`src/hdl/lcd_decimal_digit_writer_assert.svh`:
```
// Assertion macros for the decimal digit writer, clocked on clk with reset rst_n.
`ifndef LCD_DECIMAL_DIGIT_WRITER_ASSERT_SVH
`define LCD_DECIMAL_DIGIT_WRITER_ASSERT_SVH

// Property checked only outside reset.
`define LDW_ASSERT(lbl, prop, msg) \
  lbl: assert property (@(posedge clk) disable iff (!rst_n) prop) else $error(msg);

// Property checked on every clock edge, reset included.
`define LDW_ASSERT_ALWAYS(lbl, prop, msg) \
  lbl: assert property (@(posedge clk) prop) else $error(msg);

`endif

```
`src/hdl/ldw_pkg.sv`:
```
// Types, constants and segment code tables of the decimal digit writer.
`timescale 1ns / 1ps

package ldw_pkg;

  localparam int unsigned NUM_PLACES = 6;
  localparam int unsigned NUM_ROWS   = 4;
  localparam int unsigned NUM_COLS   = 3;
  localparam int unsigned MEM_DEPTH  = NUM_ROWS * NUM_COLS;
  localparam int unsigned MEM_AW     = $clog2(MEM_DEPTH);
  localparam int unsigned BCD_DIGITS = 10;
  localparam int unsigned CONV_BITS  = 32;

  localparam logic [7:0] CHAR_ZERO = 8'd48;
  localparam logic [7:0] CHAR_NINE = 8'd57;

  localparam logic [4:0] LAST_STEP_NUMBER = 5'(NUM_PLACES * NUM_ROWS - 1);
  localparam logic [4:0] LAST_STEP_CHAR   = 5'(NUM_ROWS - 1);

  localparam logic OP_NUMBER = 1'b0;
  localparam logic OP_CHAR   = 1'b1;

  typedef struct packed {
    logic        op;
    logic [31:0] value;
    logic [7:0]  character;
    logic [2:0]  position;
  } ldw_in_t;

  typedef struct packed {
    logic [4:0] reg_address;
    logic [7:0] reg_data;
    logic       last;
  } ldw_out_t;

  typedef logic [BCD_DIGITS-1:0][3:0] bcd_t;

  typedef enum logic [1:0] {
    ST_IDLE,
    ST_CONVERT,
    ST_RMW,
    ST_DRAIN
  } ldw_state_t;

  // Segment code of one decimal digit; every segment of an eight is lit.
  function automatic logic [15:0] seg_code(input logic [3:0] d);
    case (d)
      4'd0: return 16'h1551;
      4'd1: return 16'h0110;
      4'd2: return 16'h11E1;
      4'd3: return 16'h11B1;
      4'd4: return 16'h05B0;
      4'd5: return 16'h14B1;
      4'd6: return 16'h14F1;
      4'd7: return 16'h1110;
      4'd8: return 16'h15F1;
      4'd9: return 16'h15B0;
      default: return 16'h0000;
    endcase
  endfunction

  // Segment code of an ASCII character; anything but a digit is blank.
  function automatic logic [15:0] char_code(input logic [7:0] ch);
    logic [7:0] ofs;
    ofs = ch - CHAR_ZERO;
    if (ch < CHAR_ZERO || ch > CHAR_NINE) begin
      return 16'h0000;
    end
    return seg_code(ofs[3:0]);
  endfunction

  // Nibble of a segment code for one row, most significant nibble first.
  function automatic logic [3:0] code_nibble(input logic [15:0] code, input logic [1:0] row);
    case (row)
      2'd0: return code[15:12];
      2'd1: return code[11:8];
      2'd2: return code[7:4];
      2'd3: return code[3:0];
      default: return 4'h0;
    endcase
  endfunction

endpackage

```
`src/hdl/ldw_ram.sv`:
```
// Generic single write port, single read port RAM with registered read data.
`timescale 1ns / 1ps

module ldw_ram #(
  parameter int unsigned WIDTH = 8,
  parameter int unsigned DEPTH = 12
) (
  input  logic                     clk,
  input  logic                     we,
  input  logic [$clog2(DEPTH)-1:0] waddr,
  input  logic [WIDTH-1:0]         wdata,
  input  logic [$clog2(DEPTH)-1:0] raddr,
  output logic [WIDTH-1:0]         rdata
);

  logic [WIDTH-1:0] mem [DEPTH];
  logic [WIDTH-1:0] rdata_r;

  always_ff @(posedge clk) begin
    if (we) begin
      mem[waddr] <= wdata;
    end
    rdata_r <= mem[raddr];
  end

  assign rdata = rdata_r;

endmodule

```
`src/hdl/ldw_bcd.sv`:
```
// Shift-and-add-three converter from a 32-bit binary number to ten BCD digits.
`timescale 1ns / 1ps

module ldw_bcd (
  input  logic          clk,
  input  logic          rst_n,
  input  logic          start,
  input  logic [31:0]   value,
  output logic          done,
  output ldw_pkg::bcd_t digits
);
  import ldw_pkg::*;

  localparam int unsigned CNT_W = $clog2(CONV_BITS);

  logic [31:0]      bin_r, bin_nxt;
  bcd_t             bcd_r, bcd_nxt;
  logic [CNT_W-1:0] cnt_r, cnt_nxt;
  logic             run_r, run_nxt;
  logic             done_r, done_nxt;
  bcd_t             adj;

  // Every digit of five or more gets three added before the shift.
  always_comb begin
    for (int i = 0; i < BCD_DIGITS; i++) begin
      adj[i] = (bcd_r[i] >= 4'd5) ? bcd_r[i] + 4'd3 : bcd_r[i];
    end
  end

  always_comb begin
    bin_nxt  = bin_r;
    bcd_nxt  = bcd_r;
    cnt_nxt  = cnt_r;
    run_nxt  = run_r;
    done_nxt = 1'b0;
    if (start) begin
      bin_nxt = value;
      bcd_nxt = '0;
      cnt_nxt = '0;
      run_nxt = 1'b1;
    end else if (run_r) begin
      bcd_nxt = bcd_t'({adj, bin_r[31]});
      bin_nxt = {bin_r[30:0], 1'b0};
      cnt_nxt = cnt_r + 1'b1;
      if (cnt_r == CNT_W'(CONV_BITS - 1)) begin
        run_nxt  = 1'b0;
        done_nxt = 1'b1;
      end
    end
  end

  always_ff @(posedge clk) begin
    if (!rst_n) begin
      run_r  <= 1'b0;
      done_r <= 1'b0;
      cnt_r  <= '0;
    end else begin
      run_r  <= run_nxt;
      done_r <= done_nxt;
      cnt_r  <= cnt_nxt;
    end
    bin_r <= bin_nxt;
    bcd_r <= bcd_nxt;
  end

  assign done   = done_r;
  assign digits = bcd_r;

endmodule

```
`src/hdl/lcd_decimal_digit_writer.sv`:
```
// Top level of the decimal digit writer for a segment display memory.
`timescale 1ns / 1ps
//
//  Channel   Ports                      Beat taken when
//  --------  -------------------------  ---------------------------------
//  input     start, busy, in_item       start high and busy low at clk
//  result    out_strobe, out_item       out_strobe high (one cycle each)
//
// A character beat keeps busy high through a read-modify-write step per
// row of its place, using the display RAM read port, then a drain state.
// A number beat keeps busy high through the bit-serial BCD conversion, a
// hand-over, a read-modify-write step per row of every place and a drain.
// Result beats follow the RAM writes in the next cycle, one per cycle.
// A character beat at a place above five is taken at once and gives no
// result. The synchronous reset empties the display by clearing one valid
// bit per entry; the receiver cannot stall, so the block never waits on it.

`include "lcd_decimal_digit_writer_assert.svh"

module lcd_decimal_digit_writer #(
  parameter int unsigned ROW_STRIDE = 5
) (
  input  logic             clk,
  input  logic             rst_n,
  input  logic             start,
  output logic             busy,
  input  ldw_pkg::ldw_in_t in_item,
  output logic             out_strobe,
  output ldw_pkg::ldw_out_t out_item
);
  import ldw_pkg::*;

  // Sequencer state and the captured item.
  ldw_state_t state_r, state_nxt;
  logic [4:0] step_r, step_nxt;
  logic       op_r;
  logic [7:0] char_r;
  logic [2:0] pos_r;

  logic       accept;
  logic       bcd_start;
  logic       bcd_done;
  bcd_t       bcd_digits;
  logic       issue;
  logic [4:0] last_step;
  logic       step_is_last;

  // Decode of the current step into a display entry and a nibble.
  logic [2:0]            place_i;
  logic [1:0]            row;
  logic [2:0]            place;
  logic [1:0]            col;
  logic                  shown;
  logic [15:0]           code;
  logic [3:0]            nib;
  logic [MEM_AW-1:0]     rd_idx;
  logic [4:0]            rd_addr;
  logic [BCD_DIGITS-1:0] digit_nz;
  logic [BCD_DIGITS-1:0] nz_from;

  // Read stage: registered alongside the RAM read.
  logic              s1_valid_r;
  logic [MEM_AW-1:0] s1_idx_r;
  logic [4:0]        s1_addr_r;
  logic [3:0]        s1_nib_r;
  logic              s1_odd_r;
  logic              s1_last_r;
  logic              rd_valid_r;

  // Write stage.
  logic [7:0]           rd_data;
  logic [7:0]           old_byte;
  logic [7:0]           new_byte;
  logic [MEM_DEPTH-1:0] valid_r;

  logic     out_strobe_r;
  ldw_out_t out_item_r;

  ldw_bcd u_bcd (
    .clk    (clk),
    .rst_n  (rst_n),
    .start  (bcd_start),
    .value  (in_item.value),
    .done   (bcd_done),
    .digits (bcd_digits)
  );

  ldw_ram #(
    .WIDTH (8),
    .DEPTH (MEM_DEPTH)
  ) u_ram (
    .clk   (clk),
    .we    (s1_valid_r),
    .waddr (s1_idx_r),
    .wdata (new_byte),
    .raddr (rd_idx),
    .rdata (rd_data)
  );

  // Next state of the sequencer.
  always_comb begin
    state_nxt = state_r;
    case (state_r)
      ST_IDLE: begin
        if (accept) begin
          if (in_item.op == OP_NUMBER) begin
            state_nxt = ST_CONVERT;
          end else if (in_item.position <= 3'(NUM_PLACES - 1)) begin
            state_nxt = ST_RMW;
          end
        end
      end
      ST_CONVERT: begin
        if (bcd_done) begin
          state_nxt = ST_RMW;
        end
      end
      ST_RMW: begin
        if (step_is_last) begin
          state_nxt = ST_DRAIN;
        end
      end
      ST_DRAIN: begin
        state_nxt = ST_IDLE;
      end
      default: begin
        state_nxt = ST_IDLE;
      end
    endcase
  end

  // Sequencer outputs.
  always_comb begin
    busy         = (state_r != ST_IDLE);
    accept       = start && !busy;
    bcd_start    = accept && (in_item.op == OP_NUMBER);
    issue        = (state_r == ST_RMW);
    last_step    = (op_r == OP_NUMBER) ? LAST_STEP_NUMBER : LAST_STEP_CHAR;
    step_is_last = (step_r == last_step);
    step_nxt     = step_r;
    if (accept) begin
      step_nxt = '0;
    end else if (issue) begin
      step_nxt = step_r + 5'd1;
    end
  end

  // A place of a number is lit when it or any higher BCD digit is non-zero;
  // the units place is always lit so that zero shows as a single nought.
  always_comb begin
    for (int i = 0; i < BCD_DIGITS; i++) begin
      digit_nz[i] = (bcd_digits[i] != 4'd0);
    end
    nz_from[BCD_DIGITS-1] = digit_nz[BCD_DIGITS-1];
    for (int i = BCD_DIGITS - 2; i >= 0; i--) begin
      nz_from[i] = nz_from[i+1] | digit_nz[i];
    end
  end

  // Steps run in groups of four rows per place; numbers fill places five
  // down to nought, units first.
  always_comb begin
    place_i = step_r[4:2];
    row     = step_r[1:0];
    shown   = 1'b0;
    if (op_r == OP_NUMBER) begin
      place = 3'(NUM_PLACES - 1) - place_i;
      shown = (place_i == 3'd0) || nz_from[{1'b0, place_i}];
      code  = shown ? seg_code(bcd_digits[{1'b0, place_i}]) : 16'h0000;
    end else begin
      place = pos_r;
      code  = char_code(char_r);
    end
    col     = place[2:1];
    nib     = code_nibble(code, row);
    rd_idx  = MEM_AW'(row) * MEM_AW'(NUM_COLS) + MEM_AW'(col);
    rd_addr = 5'(col) + 5'(row) * 5'(ROW_STRIDE);
  end

  // Merge the new nibble into the half of the byte that the place owns. An
  // entry never written since reset reads as zero.
  always_comb begin
    old_byte = rd_valid_r ? rd_data : 8'h00;
    new_byte = s1_odd_r ? {s1_nib_r, old_byte[3:0]} : {old_byte[7:4], s1_nib_r};
  end

  always_ff @(posedge clk) begin
    if (!rst_n) begin
      state_r      <= ST_IDLE;
      step_r       <= '0;
      s1_valid_r   <= 1'b0;
      valid_r      <= '0;
      out_strobe_r <= 1'b0;
    end else begin
      state_r      <= state_nxt;
      step_r       <= step_nxt;
      s1_valid_r   <= issue;
      out_strobe_r <= s1_valid_r;
      if (s1_valid_r) begin
        valid_r[s1_idx_r] <= 1'b1;
      end
    end
    if (accept) begin
      op_r   <= in_item.op;
      char_r <= in_item.character;
      pos_r  <= in_item.position;
    end
    s1_idx_r   <= rd_idx;
    s1_addr_r  <= rd_addr;
    s1_nib_r   <= nib;
    s1_odd_r   <= place[0];
    s1_last_r  <= step_is_last;
    rd_valid_r <= valid_r[rd_idx];
    out_item_r <= '{reg_address: s1_addr_r, reg_data: new_byte, last: s1_last_r};
  end

  assign out_strobe = out_strobe_r;
  assign out_item   = out_item_r;

  // The write of one step never targets the entry read in the same cycle.
  `LDW_ASSERT(a_no_rmw_overlap, !(issue && s1_valid_r && rd_idx == s1_idx_r), "same-entry read during write")
  // The final beat of an item is never followed by another beat at once.
  `LDW_ASSERT(a_last_gap, (out_strobe && out_item.last) |=> !out_strobe, "beat right after final beat")
  // Busy drops exactly as the final beat of the item appears.
  `LDW_ASSERT(a_busy_ends_on_last, ($fell(busy) && $past(rst_n)) |-> (out_strobe && out_item.last), "busy fell without final beat")
  // No write is left in flight when a new item can be taken.
  `LDW_ASSERT_ALWAYS(a_idle_drained, (rst_n && !busy) |-> !s1_valid_r, "write pending while idle")

endmodule
```
`config.mk`:
```
export PLATFORM = sky130hd
export DESIGN_NAME = lcd_decimal_digit_writer
export DESIGN_NICKNAME = d
export VERILOG_FILES = /design/src/hdl/ldw_pkg.sv /design/src/hdl/ldw_ram.sv /design/src/hdl/ldw_bcd.sv /design/src/hdl/lcd_decimal_digit_writer.sv
export VERILOG_INCLUDE_DIRS = /design/src /design/src/hdl
export SDC_FILE = /design/constraint.sdc
export NUM_CORES = 1
export LEC_CHECK = 0
export BUFFER_PORTS_ARGS = -buffer_cell sky130_fd_sc_hd__buf_2
export CAP_MARGIN = 20
export CORE_ASPECT_RATIO = 0.5
export CORE_MARGIN = 1.5
export CORE_UTILIZATION = 55
export DETAILED_ROUTE_END_ITERATION = 16
export PLACE_DENSITY = 0.81
export REMOVE_ABC_BUFFERS = 1
export SLEW_MARGIN = 20
export SYNTH_ARGS = -nofsm -noshare
export SYNTH_HDL_FRONTEND = slang
export SYNTH_SLANG_ARGS = --single-unit
export TNS_END_PERCENT = 20
```
`constraint.sdc`:
```
create_clock -name clk -period 9.05 [get_ports clk]
set_input_delay 0.4525 -clock clk [delete_from_list [all_inputs] [get_ports clk]]
set_output_delay 0.4525 -clock clk [all_outputs]
set_load 0.02 [all_outputs]
```
==> implementation parameters <==
Parameter                              Value

Run status
  Run status    finished clean

Pwr
  Static Leakage    ~4.5 nW
  Power density relative to cell area    245 nW/um2
  Maximum resistive drop on vdd    between 0.15 and 0.2 mV

Detailed routing
  WL/cell    approximately 17 um
  Final Routed Wirelength    between 20000 and 25000 um
  DRT antenna net count    0
  Number of DRC violations after detailed routing    0
  Total via count after detailed routing    6761
  Iteration-0 DRC count of the detailed router    approximately 560
  Via density per instance    about 5.6
  First-pass DRT Iterations    5

Timing
  Least setup slack across all paths after layout    5100 ps
  Relative max-transition margin    0.268
  Unrepaired setup endpoints after global routing    no
  Skew final    10.3 ps
  Maximum clock rate    roughly 250 MHz
  Hold Violations, Final    0
  Crit path time final    3950 ps
  Accumulated negative setup slack    0 ps
  Actual transition at the worst max-transition pin    about 1100 ps
  Final period util    0.436
  Final slew viol count    0
  Count of final setup violators    0

Die
  Core footprint    19500 um2
  Starting density of the core    0.564
  FP Rows    36
  Number of ports placed on the die boundary    63
  Die Outline Area    between 20000 and 25000 um2
  Horiz. Die Dim    between 200 and 250 um
  Die Y-Extent    around 100 um

Placed design
  Place WS    a little over 5000 ps
  Post-placement cell area    11600 um2
  Number of buffer cells added on primary ports    62
  Placed wire-length estimate    ~14000 um
  Placed Cells    ~1200
  Weighted congestion at the end of routability-driven global placement    0.837

Synth
  Top cells by area, synth    sky130_fd_sc_hd__edfxtp_1 (38%), sky130_fd_sc_hd__dfxtp_1 (20%), sky130_fd_sc_hd__mux4_2 (6.3%)
  Fraction of registers with async set/reset    0
  Synth cell count leaders    sky130_fd_sc_hd__edfxtp_1 (140), sky130_fd_sc_hd__dfxtp_1 (111), sky130_fd_sc_hd__nor2_1 (73)
  Commonest register cell after synthesis    sky130_fd_sc_hd__edfxtp_1
  Count leader, synth    sky130_fd_sc_hd__edfxtp_1
  Compound-gate portion of the synthesized area    0.0788
  Yosys Warn Count    0
  Post-synthesis xor/xnor area fraction    0.0230
  Number of library cell types mapped by synthesis    56
  Portion of netlist area occupied by mux cells    0.136
  Simple-gate area share of the yosys netlist    0.0834
  Dominant combinational cell family by area after synthesis    multiplexers
  Instance count of the mapped netlist    867
  FF+latch count, synth    ~250
  Synth Cell Area    11000 um2
  Top cell type by total area after synthesis    sky130_fd_sc_hd__edfxtp_1
  Avg Synthesized Cell Area    approximately 13 um2
  Number of synthesized flops with an enable pin    140
  Area share of the largest cell type after synthesis    0.381
  Portion of the post-synthesis area used by sequential elements    0.583
  Area share of fa/ha/maj cells after synthesis    0.0678

Clock network
  # clock sinks    251
  # H-tree levels    1
  Number of buffers inserted to repair setup after CTS    0
  Source-to-sink clock delay at the later pin of the worst-skew pair    between 500 and 600 ps
  CTS hold repair buffers    0
  Worst-path clk slew    around 70 ps
  Buffer cell driving the clock tree root    sky130_fd_sc_hd__clkbuf_16
  TritonCTS clock tree    done
  Maximum count of clock buffers along a single path    3
  Number of gates resized after cts    0
  Clock buffer count from CTS    22

Hold path
  Class of the tightest hold or removal check    in -> reg

Flow run
  Max-capacitance violation count    0

Layout
  Final instance area    around 12000 um2
  Growth of design area from synthesis to finish    11.3%
  Number of standard cells in the layout, taps in and fillers out    ~1200
  Fraction of layout cells with a size suffix above 1    0.186
  Number of antenna cells inserted    0
  Final-stage net count    roughly 1000

Worst setup path
  Type of destination of the critical path    flop
  Required time of the worst setup path    about 9400 ps
  Critical path arrival    approximately 4300 ps
  Startpoint types    flop
  Maximum fanout encountered on the critical timing path    19
  Class of the most critical setup path    reg -> reg

Global routing
  Vias in the first global route    6513
  Overall track demand over capacity in global routing    0.203
  Pin count of the biggest net entering global routing    73
  Remaining global-route overflow    0
  Wire length of the first global-routing pass    33300 um
  Initial antenna violation count    0
-- flip-flops by register name, indices dropped and copies added (netlist names), 8 cells and up, named ones only --
signal,flops
u_ram.mem,96
char_r,8
valid_r,12
out_item,14
u_ram.rdata,8
u_bcd.bin_r,32
u_bcd.digits,40
-- area by class of cell --
class | instances | area, um2
Fill cell | 1468 | 7280
Sequential cell | 251 | 6430
Multi-Input combinational cell | 536 | 4330
Clock buffer | 34 | 617
Timing Repair Buffer | 68 | 355
Tap cell | 266 | 333
Inverter | 45 | 169
Clock inverter | 6 | 46.3
-- power by group --
part           internal [W]  switching (W)  total, W
clock network      0.000475       0.000406  0.000881
registers           0.00138      0.0000738   0.00145
logic              0.000303       0.000374  0.000676
total               0.00215       0.000854   0.00301
-- worst max-delay path: stages, from the launching register on --
cell and delay [ps]:
sky130_fd_sc_hd__dfxtp_1 770, sky130_fd_sc_hd__nor2b_1 260, sky130_fd_sc_hd__nor3_1 90, sky130_fd_sc_hd__a21o_1 190, sky130_fd_sc_hd__inv_1 70, sky130_fd_sc_hd__fa_1 400, sky130_fd_sc_hd__inv_1 60, sky130_fd_sc_hd__ha_1 130
sky130_fd_sc_hd__inv_1 40, sky130_fd_sc_hd__fa_1 1110, sky130_fd_sc_hd__mux4_2 430, sky130_fd_sc_hd__mux2i_1 140, sky130_fd_sc_hd__o21ai_0 100
-- cells in the final DEF, fill, tap and decap left out, types with 23 or more instances in the layout --
master	count
sky130_fd_sc_hd__a21oi_1	52
sky130_fd_sc_hd__buf_2	62
sky130_fd_sc_hd__clkbuf_16	23
sky130_fd_sc_hd__dfxtp_1	111
sky130_fd_sc_hd__edfxtp_1	140
sky130_fd_sc_hd__ha_1	54
sky130_fd_sc_hd__inv_1	44
sky130_fd_sc_hd__mux2_2	35
sky130_fd_sc_hd__mux2i_1	34
sky130_fd_sc_hd__mux4_2	31
sky130_fd_sc_hd__nand2_1	47
sky130_fd_sc_hd__nor2_1	72
sky130_fd_sc_hd__o21ai_0	47
-- worst paths after layout --
kind / end / slack [ps] / startpoint / cells past startpoint
hold reg to reg: out_item[12] / 330 / s1_addr_r[3] / 0
hold / removal: char_r[5] / 130 / in_item[8] / 1
setup / recovery: u_ram.rdata[5] / 5100 / step_r[3] / 12
setup reg to reg: u_ram.rdata[5] / 5100 / step_r[3] / 12
-- routing by layer --
metal	part of all wire	vias to the layer above	GRT usage
met1	0.44	3322	0.266
met2	0.50	139	0.357
met3	0.038	36	0.0319
met5	0	-	0
met4	0.025	0	0.0593
li1	-	3264	-
-- cells by family after synthesis --
family                     count (synthesis)
DFF                                      251
buffers and inverters                     80
xor gates and xnor gates                  29
and+or+nand+nor                          198
AOI/OAI and AO/OA                        148
adders and majority gates                 58
muxes                                    103
-- stage by stage --
step           hold WS [ps]  power [W]   util
6_report                127    0.00301  0.628
5_1_grt                 113    0.00315  0.628
4_1_cts                 112    0.00303  0.628
3_5_place_dp            313    0.00215  0.594
3_3_place_gp            312    0.00212  0.594
2_1_floorplan           310    0.00197      -
No activity file was read; power rests on OpenSTA's default activity.
